## config.mk

```make
export PLATFORM = sky130hd
export DESIGN_NAME = serial_link_poll_master_flat
export DESIGN_NICKNAME = d
export VERILOG_FILES = /design/src/slpm_pkg.sv /design/src/slpm_in_if.sv /design/src/slpm_out_if.sv /design/src/serial_link_poll_master.sv /design/src/slpm_ctrl.sv /design/src/slpm_dp.sv /design/src/flat_wrapper.sv
export VERILOG_INCLUDE_DIRS = /design/src /design/src/src
export SDC_FILE = /design/constraint.sdc
export NUM_CORES = 1
export LEC_CHECK = 0
export ABC_AREA = 1
export BUFFER_PORTS_ARGS = -buffer_cell sky130_fd_sc_hd__buf_2
export CORE_UTILIZATION = 45
export CTS_CLUSTER_DIAMETER = 150
export DETAILED_ROUTE_END_ITERATION = 16
export PLACE_DENSITY = 0.71
export SYNTH_ARGS = -nofsm -noshare
export SYNTH_HDL_FRONTEND = slang
export SYNTH_SLANG_ARGS = --single-unit
export TNS_END_PERCENT = 100
```

## constraint.sdc

```tcl
create_clock -name clk_i -period 9.2 [get_ports clk_i]
set_input_delay 0.92 -clock clk_i [delete_from_list [all_inputs] [get_ports clk_i]]
set_output_delay 0.92 -clock clk_i [all_outputs]
set_load 0.1 [all_outputs]
```

## src/assert_macros.svh

```systemverilog
// Assertion macros shared by the poll master modules.
`ifndef ASSERT_MACROS_SVH
`define ASSERT_MACROS_SVH

// Concurrent assertion on an explicit clock and active-low reset.
`define SLPM_ASSERT_CR(lbl, clk, rstn, prop, msg) \
  lbl: assert property (@(posedge clk) disable iff (!rstn) (prop)) else $error(msg);

// Same, on the house clock and reset names.
`define SLPM_ASSERT(lbl, prop, msg) `SLPM_ASSERT_CR(lbl, clk_i, rst_ni, prop, msg)

`endif

```

## src/slpm_pkg.sv

```systemverilog
// Package: types, codes and constants of the serial link poll master.
`default_nettype none

package slpm_pkg;

  localparam int unsigned REPLY_BYTES_DEF = 32;

  // Link command codes as sent in frame byte 5
  localparam logic [1:0] CMD_INFO = 2'd1;
  localparam logic [1:0] CMD_CTRL = 2'd2;
  localparam logic [1:0] CMD_NEW  = 2'd3;

  // Input transaction kinds
  localparam logic [1:0] KIND_TICK  = 2'd0;
  localparam logic [1:0] KIND_REPLY = 2'd1;
  localparam logic [1:0] KIND_RXWR  = 2'd2;

  // Frame framing bytes
  localparam logic [7:0] FRM_SOF0 = 8'hF7;
  localparam logic [7:0] FRM_SOF1 = 8'hF8;
  localparam logic [7:0] FRM_ADDR = 8'h01;
  localparam logic [7:0] FRM_EOF  = 8'hFD;

  localparam logic [7:0] NEW_VERSION_MIN = 8'd100;
  localparam logic [7:0] WAIT_TICKS_RST  = 8'd25;
  localparam logic [7:0] FAIL_LIMIT_RST  = 8'd15;

  // Reply buffer positions walked by the parser
  localparam logic [4:0] RPL_CMD_IDX  = 5'd5;
  localparam logic [4:0] RPL_LAST_IDX = 5'd21;

  typedef enum logic [2:0] {
    CFG_STARTUP_VOLT = 3'd0,
    CFG_RATING_VOLT  = 3'd1,
    CFG_RATING_F1    = 3'd2,
    CFG_RPM_SCALE    = 3'd3,
    CFG_RATED_RPM    = 3'd4,
    CFG_WAIT_TICKS   = 3'd5,
    CFG_FAIL_LIMIT   = 3'd6
  } cfg_reg_e;

  typedef enum logic [2:0] {
    S_IDLE,
    S_DECODE,
    S_TX,
    S_PARSE,
    S_SINGLE
  } ctrl_state_e;

  typedef struct packed {
    logic take;
    logic rx_write;
    logic tx_start;
    logic tx_emit;
    logic parse_init;
    logic parse_run;
    logic timeout;
    logic wait_inc;
    logic emit_single;
  } slpm_cmd_t;

  typedef struct packed {
    logic [1:0] kind;
    logic       receiving;
    logic       timeout;
    logic       out_free;
    logic       tx_last;
    logic       parse_done;
  } slpm_stat_t;

endpackage

`default_nettype wire

```

## src/slpm_in_if.sv

```systemverilog
// Input channel interface: valid/ready with the item fields.
`default_nettype none

interface slpm_in_if;
  logic        valid;
  logic        ready;
  logic [1:0]  kind;
  logic [4:0]  rx_index;
  logic [7:0]  rx_byte;
  logic        params_changed;
  logic [7:0]  user_req;
  logic [15:0] user_rpm;
  logic [7:0]  fan_speed;

  modport source (
    output valid, kind, rx_index, rx_byte, params_changed, user_req, user_rpm, fan_speed,
    input  ready
  );
  modport sink (
    input  valid, kind, rx_index, rx_byte, params_changed, user_req, user_rpm, fan_speed,
    output ready
  );
endinterface

`default_nettype wire

```

## src/slpm_out_if.sv

```systemverilog
// Output channel interface: valid/ready with the result fields.
`default_nettype none

interface slpm_out_if;
  logic        valid;
  logic        ready;
  logic        has_byte;
  logic [7:0]  tx_byte;
  logic        last;
  logic        request_taken;
  logic        link_error;
  logic [7:0]  board_version;
  logic [15:0] machine_rpm;
  logic [15:0] step_count;
  logic [7:0]  motor_volt;
  logic [7:0]  motor_current;
  logic [15:0] fault_code;
  logic [7:0]  machine_status;

  modport source (
    output valid, has_byte, tx_byte, last, request_taken, link_error, board_version,
           machine_rpm, step_count, motor_volt, motor_current, fault_code, machine_status,
    input  ready
  );
  modport sink (
    input  valid, has_byte, tx_byte, last, request_taken, link_error, board_version,
           machine_rpm, step_count, motor_volt, motor_current, fault_code, machine_status,
    output ready
  );
endinterface

`default_nettype wire

```

## src/serial_link_poll_master.sv

```systemverilog
// Top level of the serial link poll master: controller plus datapath.
// Transmit tick: first frame byte emitted from the TX state after decode, then one byte per cycle
//   while the output is free (8, 22 or 12 bytes); the next item is accepted only once the frame ends.
// Reply tick: reply buffer walked one byte per cycle through its single read
//   port, then a single result is emitted; other items go from decode to a single result.
// Reset is asynchronous, active low; no clearing pass, the reply buffer is not reset.
`default_nettype none

module serial_link_poll_master
  import slpm_pkg::*;
#(
  parameter int unsigned REPLY_BYTES = REPLY_BYTES_DEF
) (
  input  logic        clk_i,
  input  logic        rst_ni,
  input  logic        cfg_we_i,
  input  logic [2:0]  cfg_idx_i,
  input  logic [31:0] cfg_data_i,
  slpm_in_if.sink     in_chan_i,
  slpm_out_if.source  out_chan_o
);

  slpm_cmd_t  cmd;
  slpm_stat_t stat;
  logic       in_ready;

  // Controller: one transaction at a time, sequences transmit, parse and result
  slpm_ctrl u_ctrl (
    .clk_i      (clk_i),
    .rst_ni     (rst_ni),
    .in_valid_i (in_chan_i.valid),
    .in_ready_o (in_ready),
    .stat_i     (stat),
    .cmd_o      (cmd)
  );

  assign in_chan_i.ready = in_ready;

  // Datapath: config regs, link counters, frame builder, reply buffer, result register
  slpm_dp #(
    .REPLY_BYTES (REPLY_BYTES)
  ) u_dp (
    .clk_i            (clk_i),
    .rst_ni           (rst_ni),
    .cfg_we_i         (cfg_we_i),
    .cfg_idx_i        (cfg_idx_i),
    .cfg_data_i       (cfg_data_i),
    .kind_i           (in_chan_i.kind),
    .rx_index_i       (in_chan_i.rx_index),
    .rx_byte_i        (in_chan_i.rx_byte),
    .params_changed_i (in_chan_i.params_changed),
    .user_req_i       (in_chan_i.user_req),
    .user_rpm_i       (in_chan_i.user_rpm),
    .fan_speed_i      (in_chan_i.fan_speed),
    .cmd_i            (cmd),
    .stat_o           (stat),
    .out_ready_i      (out_chan_o.ready),
    .out_valid_o      (out_chan_o.valid),
    .has_byte_o       (out_chan_o.has_byte),
    .tx_byte_o        (out_chan_o.tx_byte),
    .last_o           (out_chan_o.last),
    .request_taken_o  (out_chan_o.request_taken),
    .link_error_o     (out_chan_o.link_error),
    .board_version_o  (out_chan_o.board_version),
    .machine_rpm_o    (out_chan_o.machine_rpm),
    .step_count_o     (out_chan_o.step_count),
    .motor_volt_o     (out_chan_o.motor_volt),
    .motor_current_o  (out_chan_o.motor_current),
    .fault_code_o     (out_chan_o.fault_code),
    .machine_status_o (out_chan_o.machine_status)
  );

endmodule

`default_nettype wire

```

## src/slpm_ctrl.sv

```systemverilog
// Controller state machine of the poll master.
`default_nettype none
`include "assert_macros.svh"

module slpm_ctrl
  import slpm_pkg::*;
(
  input  logic       clk_i,
  input  logic       rst_ni,
  input  logic       in_valid_i,
  output logic       in_ready_o,
  input  slpm_stat_t stat_i,
  output slpm_cmd_t  cmd_o
);

  ctrl_state_e state_q, state_d;

  always_ff @(posedge clk_i or negedge rst_ni) begin
    if (!rst_ni) begin
      state_q <= S_IDLE;
    end else begin
      state_q <= state_d;
    end
  end

  always_comb begin
    state_d    = state_q;
    cmd_o      = '0;
    in_ready_o = 1'b0;
    unique case (state_q)
      S_IDLE: begin
        in_ready_o = 1'b1;
        if (in_valid_i) begin
          cmd_o.take = 1'b1;
          state_d    = S_DECODE;
        end
      end
      S_DECODE: begin
        priority if (stat_i.kind == KIND_RXWR) begin
          cmd_o.rx_write = 1'b1;
          state_d        = S_SINGLE;
        end else if (!stat_i.receiving) begin
          cmd_o.tx_start = 1'b1;
          state_d        = S_TX;
        end else if (stat_i.kind == KIND_REPLY) begin
          cmd_o.parse_init = 1'b1;
          state_d          = S_PARSE;
        end else if (stat_i.timeout) begin
          cmd_o.timeout = 1'b1;
          state_d       = S_SINGLE;
        end else begin
          cmd_o.wait_inc = 1'b1;
          state_d        = S_SINGLE;
        end
      end
      S_TX: begin
        if (stat_i.out_free) begin
          cmd_o.tx_emit = 1'b1;
          if (stat_i.tx_last) state_d = S_IDLE;
        end
      end
      S_PARSE: begin
        cmd_o.parse_run = 1'b1;
        if (stat_i.parse_done) state_d = S_SINGLE;
      end
      S_SINGLE: begin
        if (stat_i.out_free) begin
          cmd_o.emit_single = 1'b1;
          state_d           = S_IDLE;
        end
      end
      default: state_d = S_IDLE;
    endcase
  end

  `SLPM_ASSERT(a_take_decodes, cmd_o.take |=> state_q == S_DECODE, "accept not followed by decode")
  `SLPM_ASSERT(a_last_byte_idle, (state_q == S_TX && cmd_o.tx_emit && stat_i.tx_last) |=> state_q == S_IDLE, "frame end did not return to idle")

endmodule

`default_nettype wire

```

## src/slpm_dp.sv

```systemverilog
// Datapath: config, link state, frame builder, reply buffer, parser, result register.
`default_nettype none
`include "assert_macros.svh"

module slpm_dp
  import slpm_pkg::*;
#(
  parameter int unsigned REPLY_BYTES = REPLY_BYTES_DEF
) (
  input  logic        clk_i,
  input  logic        rst_ni,
  input  logic        cfg_we_i,
  input  logic [2:0]  cfg_idx_i,
  input  logic [31:0] cfg_data_i,
  input  logic [1:0]  kind_i,
  input  logic [4:0]  rx_index_i,
  input  logic [7:0]  rx_byte_i,
  input  logic        params_changed_i,
  input  logic [7:0]  user_req_i,
  input  logic [15:0] user_rpm_i,
  input  logic [7:0]  fan_speed_i,
  input  slpm_cmd_t   cmd_i,
  output slpm_stat_t  stat_o,
  input  logic        out_ready_i,
  output logic        out_valid_o,
  output logic        has_byte_o,
  output logic [7:0]  tx_byte_o,
  output logic        last_o,
  output logic        request_taken_o,
  output logic        link_error_o,
  output logic [7:0]  board_version_o,
  output logic [15:0] machine_rpm_o,
  output logic [15:0] step_count_o,
  output logic [7:0]  motor_volt_o,
  output logic [7:0]  motor_current_o,
  output logic [15:0] fault_code_o,
  output logic [7:0]  machine_status_o
);

  localparam int unsigned AW = $clog2(REPLY_BYTES);

  // latched item
  logic [1:0]  kind_q;
  logic [4:0]  rx_idx_q;
  logic [7:0]  rx_byte_q;
  logic        pchg_q;
  logic [7:0]  ureq_q;
  logic [15:0] urpm_q;
  logic [7:0]  fan_q;

  // configuration
  logic [7:0]  startup_volt_q, rating_volt_q, rating_f1_q, wait_ticks_q, fail_limit_q;
  logic [31:0] rpm_scale_q;
  logic [15:0] rated_rpm_q;

  // link state
  logic        receiving_q, alarm_q;
  logic [1:0]  next_cmd_q, next_cmd_d;
  logic [7:0]  wait_cnt_q, fail_cnt_q;

  // status registers
  logic [7:0]  version_q, volt_q, current_q, status_q;
  logic [15:0] rpm_q, steps_q, fault_q;

  // transmit
  logic [1:0]  cmd_q;
  logic [4:0]  idx_q, frame_size;
  logic [7:0]  sum_q, body_byte, tx_byte_d;
  logic        tx_last, in_sum;

  // reply buffer and parser
  logic [7:0]  mem [REPLY_BYTES];
  logic [4:0]  rd_idx_q, rd_tag_q;
  logic        rd_vld_q;
  logic [7:0]  rd_data_q, rcmd_q;
  logic        parse_done, mem_we;

  // result register
  logic        out_valid_q, has_byte_q, last_q, taken_q, alarm_sn_q;
  logic [7:0]  tx_byte_q, version_sn_q, volt_sn_q, current_sn_q, status_sn_q;
  logic [15:0] rpm_sn_q, steps_sn_q, fault_sn_q;

  always_ff @(posedge clk_i) begin
    if (cmd_i.take) begin
      kind_q    <= kind_i;
      rx_idx_q  <= rx_index_i;
      rx_byte_q <= rx_byte_i;
      pchg_q    <= params_changed_i;
      ureq_q    <= user_req_i;
      urpm_q    <= user_rpm_i;
      fan_q     <= fan_speed_i;
    end
  end

  always_ff @(posedge clk_i or negedge rst_ni) begin
    if (!rst_ni) begin
      startup_volt_q <= '0;
      rating_volt_q  <= '0;
      rating_f1_q    <= '0;
      rpm_scale_q    <= '0;
      rated_rpm_q    <= '0;
      wait_ticks_q   <= WAIT_TICKS_RST;
      fail_limit_q   <= FAIL_LIMIT_RST;
    end else if (cfg_we_i) begin
      case (cfg_reg_e'(cfg_idx_i))
        CFG_STARTUP_VOLT: startup_volt_q <= cfg_data_i[7:0];
        CFG_RATING_VOLT:  rating_volt_q  <= cfg_data_i[7:0];
        CFG_RATING_F1:    rating_f1_q    <= cfg_data_i[7:0];
        CFG_RPM_SCALE:    rpm_scale_q    <= cfg_data_i;
        CFG_RATED_RPM:    rated_rpm_q    <= cfg_data_i[15:0];
        CFG_WAIT_TICKS:   wait_ticks_q   <= cfg_data_i[7:0];
        CFG_FAIL_LIMIT:   fail_limit_q   <= cfg_data_i[7:0];
        default: ;
      endcase
    end
  end

  // frame builder
  assign next_cmd_d = pchg_q ? CMD_CTRL : next_cmd_q;

  always_comb begin
    unique case (cmd_q)
      CMD_CTRL: frame_size = 5'd22;
      CMD_NEW:  frame_size = 5'd12;
      default:  frame_size = 5'd8;
    endcase
  end

  always_comb begin
    body_byte = 8'h00;
    case (idx_q)
      5'd0:  body_byte = FRM_SOF0;
      5'd1:  body_byte = FRM_SOF1;
      5'd2:  body_byte = 8'(frame_size - 5'd4);
      5'd3:  body_byte = FRM_ADDR;
      5'd4:  body_byte = FRM_ADDR;
      5'd5:  body_byte = {6'b0, cmd_q};
      5'd6:  if (cmd_q != CMD_INFO) body_byte = ureq_q;
      5'd7:  if (cmd_q != CMD_INFO) body_byte = urpm_q[15:8];
      5'd8:  if (cmd_q != CMD_INFO) body_byte = urpm_q[7:0];
      5'd9:  if (cmd_q == CMD_NEW)  body_byte = fan_q;
      5'd10: if (cmd_q == CMD_CTRL) body_byte = startup_volt_q;
      5'd11: if (cmd_q == CMD_CTRL) body_byte = rating_volt_q;
      5'd13: if (cmd_q == CMD_CTRL) body_byte = rpm_scale_q[31:24];
      5'd14: if (cmd_q == CMD_CTRL) body_byte = rpm_scale_q[23:16];
      5'd15: if (cmd_q == CMD_CTRL) body_byte = rpm_scale_q[15:8];
      5'd16: if (cmd_q == CMD_CTRL) body_byte = rpm_scale_q[7:0];
      5'd17: if (cmd_q == CMD_CTRL) body_byte = rated_rpm_q[15:8];
      5'd18: if (cmd_q == CMD_CTRL) body_byte = rated_rpm_q[7:0];
      5'd19: if (cmd_q == CMD_CTRL) body_byte = rating_f1_q;
      default: body_byte = 8'h00;
    endcase
  end

  assign tx_last = (idx_q == 5'(frame_size - 5'd1));
  // checksum covers the length byte up to the last field byte
  assign in_sum  = (idx_q >= 5'd2) && (idx_q < 5'(frame_size - 5'd2));

  always_comb begin
    if (tx_last)                               tx_byte_d = FRM_EOF;
    else if (idx_q == 5'(frame_size - 5'd2))   tx_byte_d = sum_q;
    else                                       tx_byte_d = body_byte;
  end

  always_ff @(posedge clk_i) begin
    if (cmd_i.tx_start) begin
      cmd_q <= (next_cmd_d == CMD_CTRL || next_cmd_d == CMD_NEW) ? next_cmd_d : CMD_INFO;
      idx_q <= '0;
      sum_q <= '0;
    end else if (cmd_i.tx_emit) begin
      idx_q <= idx_q + 5'd1;
      if (in_sum) sum_q <= sum_q + body_byte;
    end
  end

  // reply buffer: one write port, one registered read port
  assign mem_we = cmd_i.rx_write && (32'(rx_idx_q) < REPLY_BYTES);

  always_ff @(posedge clk_i) begin
    if (mem_we) mem[AW'(rx_idx_q)] <= rx_byte_q;
    rd_data_q <= mem[AW'(rd_idx_q)];
    rd_tag_q  <= rd_idx_q;
  end

  always_ff @(posedge clk_i) begin
    if (cmd_i.parse_init) begin
      rd_idx_q <= RPL_CMD_IDX;
    end else if (cmd_i.parse_run && rd_idx_q != RPL_LAST_IDX) begin
      rd_idx_q <= rd_idx_q + 5'd1;
    end
  end

  always_ff @(posedge clk_i or negedge rst_ni) begin
    if (!rst_ni) begin
      rd_vld_q <= 1'b0;
    end else begin
      rd_vld_q <= cmd_i.parse_run;
    end
  end

  assign parse_done = rd_vld_q && (rd_tag_q == RPL_LAST_IDX);

  // parser: one reply byte per cycle, dispatched on the reply command
  always_ff @(posedge clk_i) begin
    if (rd_vld_q && rd_tag_q == RPL_CMD_IDX) rcmd_q <= rd_data_q;
  end

  always_ff @(posedge clk_i or negedge rst_ni) begin
    if (!rst_ni) begin
      version_q <= '0;
      rpm_q     <= '0;
      steps_q   <= '0;
      volt_q    <= '0;
      current_q <= '0;
      fault_q   <= '0;
      status_q  <= '0;
    end else if (rd_vld_q && rd_tag_q != RPL_CMD_IDX) begin
      if (rcmd_q == {6'b0, CMD_INFO}) begin
        if (rd_tag_q == 5'd8) version_q <= rd_data_q;
      end else if (rcmd_q == {6'b0, CMD_CTRL}) begin
        case (rd_tag_q)
          5'd7:  rpm_q[15:8]   <= rd_data_q;
          5'd8:  rpm_q[7:0]    <= rd_data_q;
          5'd11: steps_q[15:8] <= rd_data_q;
          5'd12: steps_q[7:0]  <= rd_data_q;
          5'd15: volt_q        <= rd_data_q;
          5'd18: fault_q[7:0]  <= rd_data_q;
          5'd19: fault_q[15:8] <= rd_data_q;
          5'd20: status_q      <= {7'b0, rd_data_q[0]};
          5'd21: current_q     <= rd_data_q;
          default: ;
        endcase
      end else if (rcmd_q == {6'b0, CMD_NEW}) begin
        case (rd_tag_q)
          5'd6:  status_q      <= rd_data_q;
          5'd7:  rpm_q[15:8]   <= rd_data_q;
          5'd8:  rpm_q[7:0]    <= rd_data_q;
          5'd9:  steps_q[15:8] <= rd_data_q;
          5'd10: steps_q[7:0]  <= rd_data_q;
          5'd11: volt_q        <= rd_data_q;
          5'd12: current_q     <= rd_data_q;
          5'd13: fault_q[7:0]  <= rd_data_q;
          5'd14: fault_q[15:8] <= rd_data_q;
          default: ;
        endcase
      end
    end
  end

  // link state
  always_ff @(posedge clk_i or negedge rst_ni) begin
    if (!rst_ni) begin
      receiving_q <= 1'b0;
      next_cmd_q  <= CMD_INFO;
      wait_cnt_q  <= '0;
      fail_cnt_q  <= '0;
      alarm_q     <= 1'b0;
    end else if (cmd_i.tx_start) begin
      next_cmd_q  <= next_cmd_d;
      receiving_q <= 1'b1;
      wait_cnt_q  <= '0;
    end else if (parse_done) begin
      receiving_q <= 1'b0;
      wait_cnt_q  <= '0;
      fail_cnt_q  <= '0;
      alarm_q     <= 1'b0;
      if (rcmd_q == {6'b0, CMD_INFO}) begin
        next_cmd_q <= CMD_CTRL;
      end else if (rcmd_q == {6'b0, CMD_CTRL}) begin
        next_cmd_q <= (version_q >= NEW_VERSION_MIN) ? CMD_NEW : CMD_CTRL;
      end else if (rcmd_q == {6'b0, CMD_NEW}) begin
        next_cmd_q <= CMD_NEW;
      end else begin
        next_cmd_q <= CMD_INFO;
      end
    end else if (cmd_i.timeout) begin
      if (fail_cnt_q >= fail_limit_q) alarm_q <= 1'b1;
      else                            fail_cnt_q <= fail_cnt_q + 8'd1;
      receiving_q <= 1'b0;
      next_cmd_q  <= CMD_INFO;
      wait_cnt_q  <= '0;
    end else if (cmd_i.wait_inc) begin
      wait_cnt_q <= wait_cnt_q + 8'd1;
    end
  end

  // result register
  always_ff @(posedge clk_i or negedge rst_ni) begin
    if (!rst_ni) begin
      out_valid_q <= 1'b0;
    end else if (cmd_i.tx_emit || cmd_i.emit_single) begin
      out_valid_q <= 1'b1;
    end else if (out_ready_i) begin
      out_valid_q <= 1'b0;
    end
  end

  always_ff @(posedge clk_i) begin
    if (cmd_i.tx_emit || cmd_i.emit_single) begin
      has_byte_q   <= cmd_i.tx_emit;
      tx_byte_q    <= cmd_i.tx_emit ? tx_byte_d : 8'h00;
      last_q       <= cmd_i.emit_single || tx_last;
      taken_q      <= cmd_i.tx_emit && (cmd_q != CMD_INFO);
      alarm_sn_q   <= alarm_q;
      version_sn_q <= version_q;
      rpm_sn_q     <= rpm_q;
      steps_sn_q   <= steps_q;
      volt_sn_q    <= volt_q;
      current_sn_q <= current_q;
      fault_sn_q   <= fault_q;
      status_sn_q  <= status_q;
    end
  end

  always_comb begin
    stat_o            = '0;
    stat_o.kind       = kind_q;
    stat_o.receiving  = receiving_q;
    stat_o.timeout    = (wait_cnt_q >= wait_ticks_q);
    stat_o.out_free   = !out_valid_q || out_ready_i;
    stat_o.tx_last    = tx_last;
    stat_o.parse_done = parse_done;
  end

  assign out_valid_o      = out_valid_q;
  assign has_byte_o       = has_byte_q;
  assign tx_byte_o        = tx_byte_q;
  assign last_o           = last_q;
  assign request_taken_o  = taken_q;
  assign link_error_o     = alarm_sn_q;
  assign board_version_o  = version_sn_q;
  assign machine_rpm_o    = rpm_sn_q;
  assign step_count_o     = steps_sn_q;
  assign motor_volt_o     = volt_sn_q;
  assign motor_current_o  = current_sn_q;
  assign fault_code_o     = fault_sn_q;
  assign machine_status_o = status_sn_q;

  `SLPM_ASSERT(a_tx_sets_rx, cmd_i.tx_start |=> receiving_q, "transmit did not enter receive state")
  `SLPM_ASSERT(a_reply_clears, parse_done |=> (wait_cnt_q == 8'd0 && fail_cnt_q == 8'd0 && !alarm_q), "reply did not clear link counters")
  `SLPM_ASSERT(a_alarm_on_timeout, $rose(alarm_q) |-> $past(cmd_i.timeout), "alarm raised without timeout")

endmodule

`default_nettype wire
```

## src/flat_wrapper.sv

```systemverilog
// flat-port wrapper written by rule: the top's interface ports become plain ports
module serial_link_poll_master_flat import slpm_pkg::*;
#(
  parameter int unsigned REPLY_BYTES = REPLY_BYTES_DEF
)
  (clk_i, rst_ni, cfg_we_i, cfg_idx_i, cfg_data_i, in_chan_i_valid, in_chan_i_kind, in_chan_i_rx_index, in_chan_i_rx_byte, in_chan_i_params_changed, in_chan_i_user_req, in_chan_i_user_rpm, in_chan_i_fan_speed, in_chan_i_ready, out_chan_o_valid, out_chan_o_has_byte, out_chan_o_tx_byte, out_chan_o_last, out_chan_o_request_taken, out_chan_o_link_error, out_chan_o_board_version, out_chan_o_machine_rpm, out_chan_o_step_count, out_chan_o_motor_volt, out_chan_o_motor_current, out_chan_o_fault_code, out_chan_o_machine_status, out_chan_o_ready);
  slpm_in_if in_chan_i_i ();
  slpm_out_if out_chan_o_i ();
  input  logic clk_i;
  input  logic rst_ni;
  input  logic cfg_we_i;
  input  logic [2:0] cfg_idx_i;
  input  logic [31:0] cfg_data_i;
  input wire logic [$bits(in_chan_i_i.valid)-1:0] in_chan_i_valid;
  input wire logic [$bits(in_chan_i_i.kind)-1:0] in_chan_i_kind;
  input wire logic [$bits(in_chan_i_i.rx_index)-1:0] in_chan_i_rx_index;
  input wire logic [$bits(in_chan_i_i.rx_byte)-1:0] in_chan_i_rx_byte;
  input wire logic [$bits(in_chan_i_i.params_changed)-1:0] in_chan_i_params_changed;
  input wire logic [$bits(in_chan_i_i.user_req)-1:0] in_chan_i_user_req;
  input wire logic [$bits(in_chan_i_i.user_rpm)-1:0] in_chan_i_user_rpm;
  input wire logic [$bits(in_chan_i_i.fan_speed)-1:0] in_chan_i_fan_speed;
  output wire logic [$bits(in_chan_i_i.ready)-1:0] in_chan_i_ready;
  output wire logic [$bits(out_chan_o_i.valid)-1:0] out_chan_o_valid;
  output wire logic [$bits(out_chan_o_i.has_byte)-1:0] out_chan_o_has_byte;
  output wire logic [$bits(out_chan_o_i.tx_byte)-1:0] out_chan_o_tx_byte;
  output wire logic [$bits(out_chan_o_i.last)-1:0] out_chan_o_last;
  output wire logic [$bits(out_chan_o_i.request_taken)-1:0] out_chan_o_request_taken;
  output wire logic [$bits(out_chan_o_i.link_error)-1:0] out_chan_o_link_error;
  output wire logic [$bits(out_chan_o_i.board_version)-1:0] out_chan_o_board_version;
  output wire logic [$bits(out_chan_o_i.machine_rpm)-1:0] out_chan_o_machine_rpm;
  output wire logic [$bits(out_chan_o_i.step_count)-1:0] out_chan_o_step_count;
  output wire logic [$bits(out_chan_o_i.motor_volt)-1:0] out_chan_o_motor_volt;
  output wire logic [$bits(out_chan_o_i.motor_current)-1:0] out_chan_o_motor_current;
  output wire logic [$bits(out_chan_o_i.fault_code)-1:0] out_chan_o_fault_code;
  output wire logic [$bits(out_chan_o_i.machine_status)-1:0] out_chan_o_machine_status;
  input wire logic [$bits(out_chan_o_i.ready)-1:0] out_chan_o_ready;
  assign in_chan_i_i.valid = in_chan_i_valid;
  assign in_chan_i_i.kind = in_chan_i_kind;
  assign in_chan_i_i.rx_index = in_chan_i_rx_index;
  assign in_chan_i_i.rx_byte = in_chan_i_rx_byte;
  assign in_chan_i_i.params_changed = in_chan_i_params_changed;
  assign in_chan_i_i.user_req = in_chan_i_user_req;
  assign in_chan_i_i.user_rpm = in_chan_i_user_rpm;
  assign in_chan_i_i.fan_speed = in_chan_i_fan_speed;
  assign in_chan_i_ready = in_chan_i_i.ready;
  assign out_chan_o_valid = out_chan_o_i.valid;
  assign out_chan_o_has_byte = out_chan_o_i.has_byte;
  assign out_chan_o_tx_byte = out_chan_o_i.tx_byte;
  assign out_chan_o_last = out_chan_o_i.last;
  assign out_chan_o_request_taken = out_chan_o_i.request_taken;
  assign out_chan_o_link_error = out_chan_o_i.link_error;
  assign out_chan_o_board_version = out_chan_o_i.board_version;
  assign out_chan_o_machine_rpm = out_chan_o_i.machine_rpm;
  assign out_chan_o_step_count = out_chan_o_i.step_count;
  assign out_chan_o_motor_volt = out_chan_o_i.motor_volt;
  assign out_chan_o_motor_current = out_chan_o_i.motor_current;
  assign out_chan_o_fault_code = out_chan_o_i.fault_code;
  assign out_chan_o_machine_status = out_chan_o_i.machine_status;
  assign out_chan_o_i.ready = out_chan_o_ready;
  serial_link_poll_master #(.REPLY_BYTES(REPLY_BYTES)) u_core (.clk_i(clk_i), .rst_ni(rst_ni), .cfg_we_i(cfg_we_i), .cfg_idx_i(cfg_idx_i), .cfg_data_i(cfg_data_i), .in_chan_i(in_chan_i_i), .out_chan_o(out_chan_o_i));
endmodule
```

# Yosys cells after proc, flatten, opt, wreduce, memory -nomap -nowiden
# Memory sizes are Yosys's and may differ from the RTL's. A register that Yosys moved wholly into a read port is not among the register bits.
# Cells that the tools add are included.
[totals]
wordCells = 284
output_inout_bits = 94
input_bits = 88
mem_bits_rw = 256
mem_count = 1
regBits = 366
[classes]
bitwise = 3
n_eq_ne = 70
muxes = 98
magnitude_cmp = 5
reduce_logical = 49
addsub = 8
[memory_table]
columns = ["name", "depth", "word_bits", "read_ports", "rd_clocked_by_memory_dff", "wr", "line", "text"]
rows = [
  ["u_core.u_dp.mem", 32, 8, 1, 1, 1, "slpm_dp.sv:72", "logic [7:0] mem [REPLY_BYTES];"],
]
[ops]
columns = ["op", "count"]
rows = [
  ["8-bit two-way mux", 42],
  ["8-bit one-hot mux with 18 select lines", 1],
  ["16-bit two-way mux", 6],
  ["5-bit by 4-bit equality test with 1-bit output, second input constant", 15],
  ["5-bit equality test, second input constant", 8],
  ["5-bit AND reduction", 8],
  ["5-bit by 3-bit equality test with 1-bit output, second input constant", 7],
  ["1-bit two-way mux", 27],
  ["2-bit two-way mux", 12],
  ["3-bit two-way mux", 8],
  ["2-bit nonzero test", 11],
  ["2-bit by 1-bit inequality test with 1-bit output, second input constant", 9],
  ["8-bit by 1-bit adder with 8-bit output, second input constant", 2],
  ["8-bit by 2-bit equality test with 1-bit output, second input constant", 2],
  ["8-bit greater-or-equal comparator", 2],
  ["2-bit AND reduction", 8],
  ["3-bit one-hot mux with 5 select lines", 1],
  ["3-bit by 2-bit equality test with 1-bit output, second input constant", 4],
  ["3-bit equality test, second input constant", 4],
  ["3-bit AND reduction", 4],
  ["5-bit by 1-bit adder with 5-bit output, second input constant", 2],
  ["2-bit equality test, second input constant", 5],
  ["5-bit by 2-bit equality test with 1-bit output, second input constant", 2],
  ["5-bit equality test", 2],
  ["24 further kinds", 41],
]

# Logic depth before layout (Yosys ltp)
[logic_depth]
word_depth = 10
mapped_depth = 21
mapped_depth_nobuf = 21

# Modules after synthesis
# Synthesis repeated with hierarchy kept, for this count alone.
[unflattened]
cells_unflattened = 2255
area_unflattened_um2 = 25469.4
[modules_own_cells]
columns = ["module", "area_each_um2", "seq_area_each_um2", "cells_per_inst", "n_inst"]
rows = [
  ["slpm_dp", 25131.6, 17576.9, 2201, 1],
  ["slpm_ctrl", 337.8, 75.1, 54, 1],
]

# Least setup slack after synthesis
# No wires, ideal clock.
[synth_timing]
kind = "input to register"
start = "in out_chan_o_ready"
end = "reg u_core.u_dp.version_sn_q[0] (netlist: u_core.u_dp.board_version_o[0]), enable pin"
setup_time_ps = 545
required_ps = 8655
setup_slack_ps = 3775
arrival_ps = 4880
n_path_buf = 0
stages = 2
cell_sequence = "nor2_1 nor2_1"
[synth_between]
elab_chain_len = 4
word_cells_on_any_way = 5
classes_between = "3 x mux; 2 x reduce/logical"
[synth_rtl]
columns = ["item", "line", "text"]
rows = [
  ["start, declared", "flat_wrapper.sv:36", "input wire logic [$bits(out_chan_o_i.ready)-1:0] out_chan_o_ready;"],
  ["1-bit logical OR (*)", "slpm_dp.sv:320", "stat_o.out_free = !out_valid_q || out_ready_i;"],
  ["1-bit two-way mux (*)", "slpm_ctrl.sv:57, slpm_ctrl.sv:67", ""],
  ["1-bit two-way mux", "slpm_ctrl.sv:30", "unique case (state_q)"],
  ["1-bit logical OR (*)", "slpm_dp.sv:299", "if (cmd_i.tx_emit || cmd_i.emit_single) begin"],
  ["end signal, assigned", "slpm_dp.sv:305", "version_sn_q <= version_q;"],
  ["end, declared", "slpm_dp.sv:80", "logic [7:0] tx_byte_q, version_sn_q, volt_sn_q, current_sn_q, status_sn_q;"],
]
# Mark *: on every way between the ends. The rest lies on a longest branch, timed or not.
# A chain may end at the register's enable or synchronous reset.

# Final worst setup path
[layout_timing]
start = "reg u_core.u_dp.idx_q[0]"
end = "reg u_core.u_dp.sum_q[6]"
[layout_between]
elab_chain_len = 4
word_cells_on_any_way = 26
classes_between = "1 x add/sub; 2 x order compare; 18 x eq/ne; 1 x mux; 4 x reduce/logical"
[layout_rtl]
columns = ["item", "line", "text"]
rows = [
  ["start, declared", "slpm_dp.sv:67", "logic [4:0] idx_q, frame_size;"],
  ["start signal, assigned", "slpm_dp.sv:171", "idx_q <= idx_q + 5'd1;"],
  ["5-bit by 3-bit equality test with 1-bit output / 5-bit by 2-bit equality test with 1-bit output (equally long branches)", "slpm_dp.sv:131", "case (idx_q)"],
  ["2-bit OR reduction (no source line)", "-", ""],
  ["8-bit one-hot mux with 18 select lines", "slpm_dp.sv:131", ""],
  ["8-bit adder", "slpm_dp.sv:172", "if (in_sum) sum_q <= sum_q + body_byte;"],
  ["end signal, assigned", "slpm_dp.sv:172", ""],
  ["end, declared", "slpm_dp.sv:68", "logic [7:0] sum_q, body_byte, tx_byte_d;"],
]
# Parallel ways exist; a longest one is shown, timed or not.

==> key figures <==
Status
  • Status: complete, no violations

Logic synthesis
  • Synth Area in Adders: 0.0184
  • Post-synth EDFFs: 406
  • Compound-cell area share of the yosys netlist: 0.110
  • Register bit total from synthesis: 630
  • Cell Area, Synth: 25,500 sq um
  • Mapped Nets: 2,360
  • Largest family of logic cells by synthesized area: simple AND/OR/NAND/NOR gates
  • Mux cell area share after synthesis: 0.00628
  • XOR/XNOR Fraction of Synth Area: 0.00584
  • FFs w/ async S/R, synth: 0.306
  • Primary FF master, synth: edfxtp_1
  • Simple-gate share of the synthesized area: 0.129
  • Library cells used by synthesis: 62
  • Cell count after synthesis: 2,235
  • Sequential fraction of the synthesis area: 0.692
  • Syn avg cell area: 11.4 sq um
  • YS warnings: 0

GRT
  • Largest net degree at the start of global routing: 119
  • Total global routing overflow: 0
  • First-pass GRT wire length: 92,900 um
  • Total GRT Usage: 0.211
  • Vias in the first global route: 16.8k
  • Initial antenna violation count: 0

Route
  • Vias per cell: 5.34
  • DRT Pass-1 Iters: 6
  • Routed WL: 60,200 um
  • Initial DRC count: 1,628
  • Residual DRC count: 0
  • Post-route ant nets: 0
  • Via Count: 17.1k
  • Per-cell routed wire length: 18.8 um

Clock network
  • Worst-path clk slew: 60 ps
  • CTS tree: yes
  • Gates resized, CTS repair: 0
  • Clk_lat worst skew: 610 ps
  • CTS max path bufs: 3
  • Hold buffers post-CTS: 0
  • Postcts setup bufs: 0
  • Root buffer selected by CTS: clkbuf_16
  • CTS Buf Count: 66
  • CTS Sinks: 630
  • H-tree lvl count: 3

Power and ir drop
  • Internal power: 0.00561 W
  • Power per cell area: 319 nW/um^2
  • Clock power frac: 0.276
  • P_sw: 0.00371 W
  • Sequential power share: 0.412
  • VDD IR max: 0.195 mV
  • Leakage: 11.5 nW
  • Share of total power in combinational logic: 0.311
  • Switch share: 0.398

STA
  • Fin crit period: 3470 ps
  • Clk_skew: 28.4 ps
  • Final setup violation count: 0
  • Slew Viols, Final: 0
  • RSZ-0062 raised after global routing: false
  • Max Fclk: 0.288 GHz
  • Worst-Margin Slew: 1230 ps
  • Setup TNS: 0 ps
  • Final hold violation count: 0
  • Slew headroom: 0.179
  • Hold slack: 423 ps
  • Worst setup margin: 5730 ps
  • Crit share post-route: 0.377

Floorplanning
  • IO Pins: 182
  • Die ar.: 57,700 sq um
  • Row count: 86
  • Die span in y: 240 um
  • Die Wd: 240 um
  • Core Box Area: 55,500 sq um
  • Starting Density: 0.460

Placement
  • PortBufs: 181
  • Dpl ws: 5780 ps
  • Detailed placement HPWL: 39,500 um
  • GP Congestion: 0.902
  • Placement Cell Area: 27,100 sq um

Cells and area
  • Ant diodes: 0
  • P&R area growth vs syn: 14.4%
  • Final Core Density: 0.526
  • NumNets Final: 2,534
  • Design area: 29,200 sq um
  • Share of layout cells above drive strength 1: 0.146

Worst hold path
  • Worst Hold Path EP: u_core.u_dp.rd_tag_q[3]
  • Hold path depth: 0
  • Hold_sp: u_core.u_dp.rd_idx_q[3]
  • Min-Delay Path Class: flop to flop

Setup path
  • Launching point of the worst reg2reg path: u_core.u_dp.idx_q[0]
  • Reg2Reg Depth: 19
  • Critical path class: flop to flop
  • CP Launch Type: flop
  • WP data arrival: 3940 ps
  • Reg-to-Reg End: u_core.u_dp.sum_q[6]
  • Setup crit end kind: flop
  • Largest fanout on the critical path: 6
  • Reg2Reg Setup Slack: 5730 ps
  • Critical Path RT: 9670 ps

Flow run
  • Max-cap violations: 0
-- power by group through the flow --
stage / Combinational [W] / Clock (W) / Sequential, W
after floorplan: 0.00135 / 0 / 0.00463
after global placement: 0.00284 / 0 / 0.00388
after detailed placement: 0.00289 / 0 / 0.00390
after CTS: 0.00290 / 0.00262 / 0.00385
after global routing: 0.00314 / 0.00274 / 0.00389
final: 0.00290 / 0.00258 / 0.00384
-- area by class of cell --
type,count,area [sq um]
fill,4804,26300
timing repair buffer,193,1000
clock buffer,91,1800
sequential,630,17700
multi-input combinational,1359,6900
inverter,159,598
tap,748,936
clock inverter,29,304
-- metal layers --
metal	up-vias	wire length, um	GRT usage
li1	8150	-	-
met1	8305	25700	0.284
met2	586	28700	0.339
met3	105	4150	0.0420
met4	0	1640	0.0784
met5	-	0	0
-- cell usage after synthesis, types with 2 or more instances --
master,number,area [sq um]
xnor2_1,6,52.6
buf_6,2,22.5
clkbuf_1,59,221
ha_1,36,450
or2_2,3,18.8
a21oi_1,67,335
o21ai_0,263,1320
nor4_1,2,12.5
nor2_4,5,56.3
nand2_1,360,1350
a211oi_1,10,75.1
nor2_1,275,1030
nand4_1,12,75.1
xor2_1,11,96.3
nand2_2,9,56.3
inv_2,8,30.0
nor2_2,7,43.8
buf_2,19,95.1
dfstp_2,8,210
nor3_2,2,20.0
a22oi_1,2,15.0
a22o_1,3,26.3
dfrtp_1,185,4630
a31oi_1,12,75.1
dfxtp_1,31,621
a221oi_1,6,52.6
nor3_4,2,32.5
mux2i_1,7,70.1
mux2_2,8,90.1
a21boi_0,2,15.0
buf_1,2,7.51
nand3_1,90,450
o21ai_2,9,78.8
o21ai_1,38,190
o31ai_1,3,22.5
buf_4,5,37.5
edfxtp_1,406,12200
inv_1,149,559
nor3_1,22,110
o22ai_1,67,419
-- worst max-delay path, stage by stage, from the launching register on --
cell,delay [ps]
dfxtp_1,360
inv_1,130
ha_1,240
inv_1,50
nor2_1,390
nand2_1,170
nor2_1,260
nand2_1,90
nand4_1,110
nor2_1,80
inv_1,60
ha_1,170
inv_1,70
fa_1,420
o21ai_0,300
a21oi_1,110
nor2_1,100
nor2_1,60
xor2_1,120
a21oi_1,70
-- state kept, by name (all words and copies together) (netlist names), 16 cells and up --
register                   cells
u_core.u_dp.machine_rpm_o     16
u_core.u_dp.rated_rpm_q       16
u_core.u_dp.fault_code_o      16
u_core.u_dp.rpm_q             16
u_core.u_dp.urpm_q            16
u_core.u_dp.rpm_scale_q       32
u_core.u_dp.fault_q           16
u_core.u_dp.step_count_o      16
u_core.u_dp.mem              256
u_core.u_dp.steps_q           16
-- worst max path at each step --
stage,start,end,cells after the start
CTS,u_core.u_dp.idx_q[0],u_core.u_dp.sum_q[6],19
global placement,u_core.u_dp.idx_q[0],u_core.u_dp.sum_q[6],19
floorplan,out_chan_o_ready,u_core.u_dp.board_version_o[0],2
detailed placement,u_core.u_dp.idx_q[0],u_core.u_dp.sum_q[6],19
finish,u_core.u_dp.idx_q[0],u_core.u_dp.sum_q[6],19
global route,u_core.u_dp.idx_q[0],u_core.u_dp.sum_q[6],19
-- kinds of logic after synthesis --
group                    count (synthesis)
buffers and inverters                  246
flip-flops                             630
multiplexers                            15
AO/OA/AOI/OAI                          497
XOR/XNOR                                17
AND/OR/NAND/NOR                        793
adder cells (fa/ha/maj)                 37
-- stage by stage --
step | cells | total power [W]
global placement | 3089 | 0.00672
detailed placement | 3089 | 0.00679
CTS | 3209 | 0.00937
global route | 3209 | 0.00976
floorplan | 2235 | 0.00599
finish | 3209 | 0.00932
-- cells in the final DEF (no fill, tap or decap), types with 10 or more instances in the layout --
| master | n |
|---|---|
| edfxtp_1 | 406 |
| nand2_1 | 360 |
| nor2_1 | 272 |
| o21ai_0 | 263 |
| dfrtp_1 | 185 |
| buf_2 | 180 |
| inv_1 | 147 |
| nand3_1 | 89 |
| o22ai_1 | 67 |
| a21oi_1 | 67 |
| clkbuf_16 | 67 |
| o21ai_1 | 38 |
| ha_1 | 36 |
| dfxtp_1 | 30 |
| nor3_1 | 22 |
| clkbuf_1 | 21 |
| a31oi_1 | 12 |
| nand4_1 | 12 |
| buf_4 | 12 |
| clkinv_1 | 11 |
| xor2_1 | 11 |
| inv_2 | 10 |
| a211oi_1 | 10 |
Note: power is estimated with default switching activity, not from simulation.
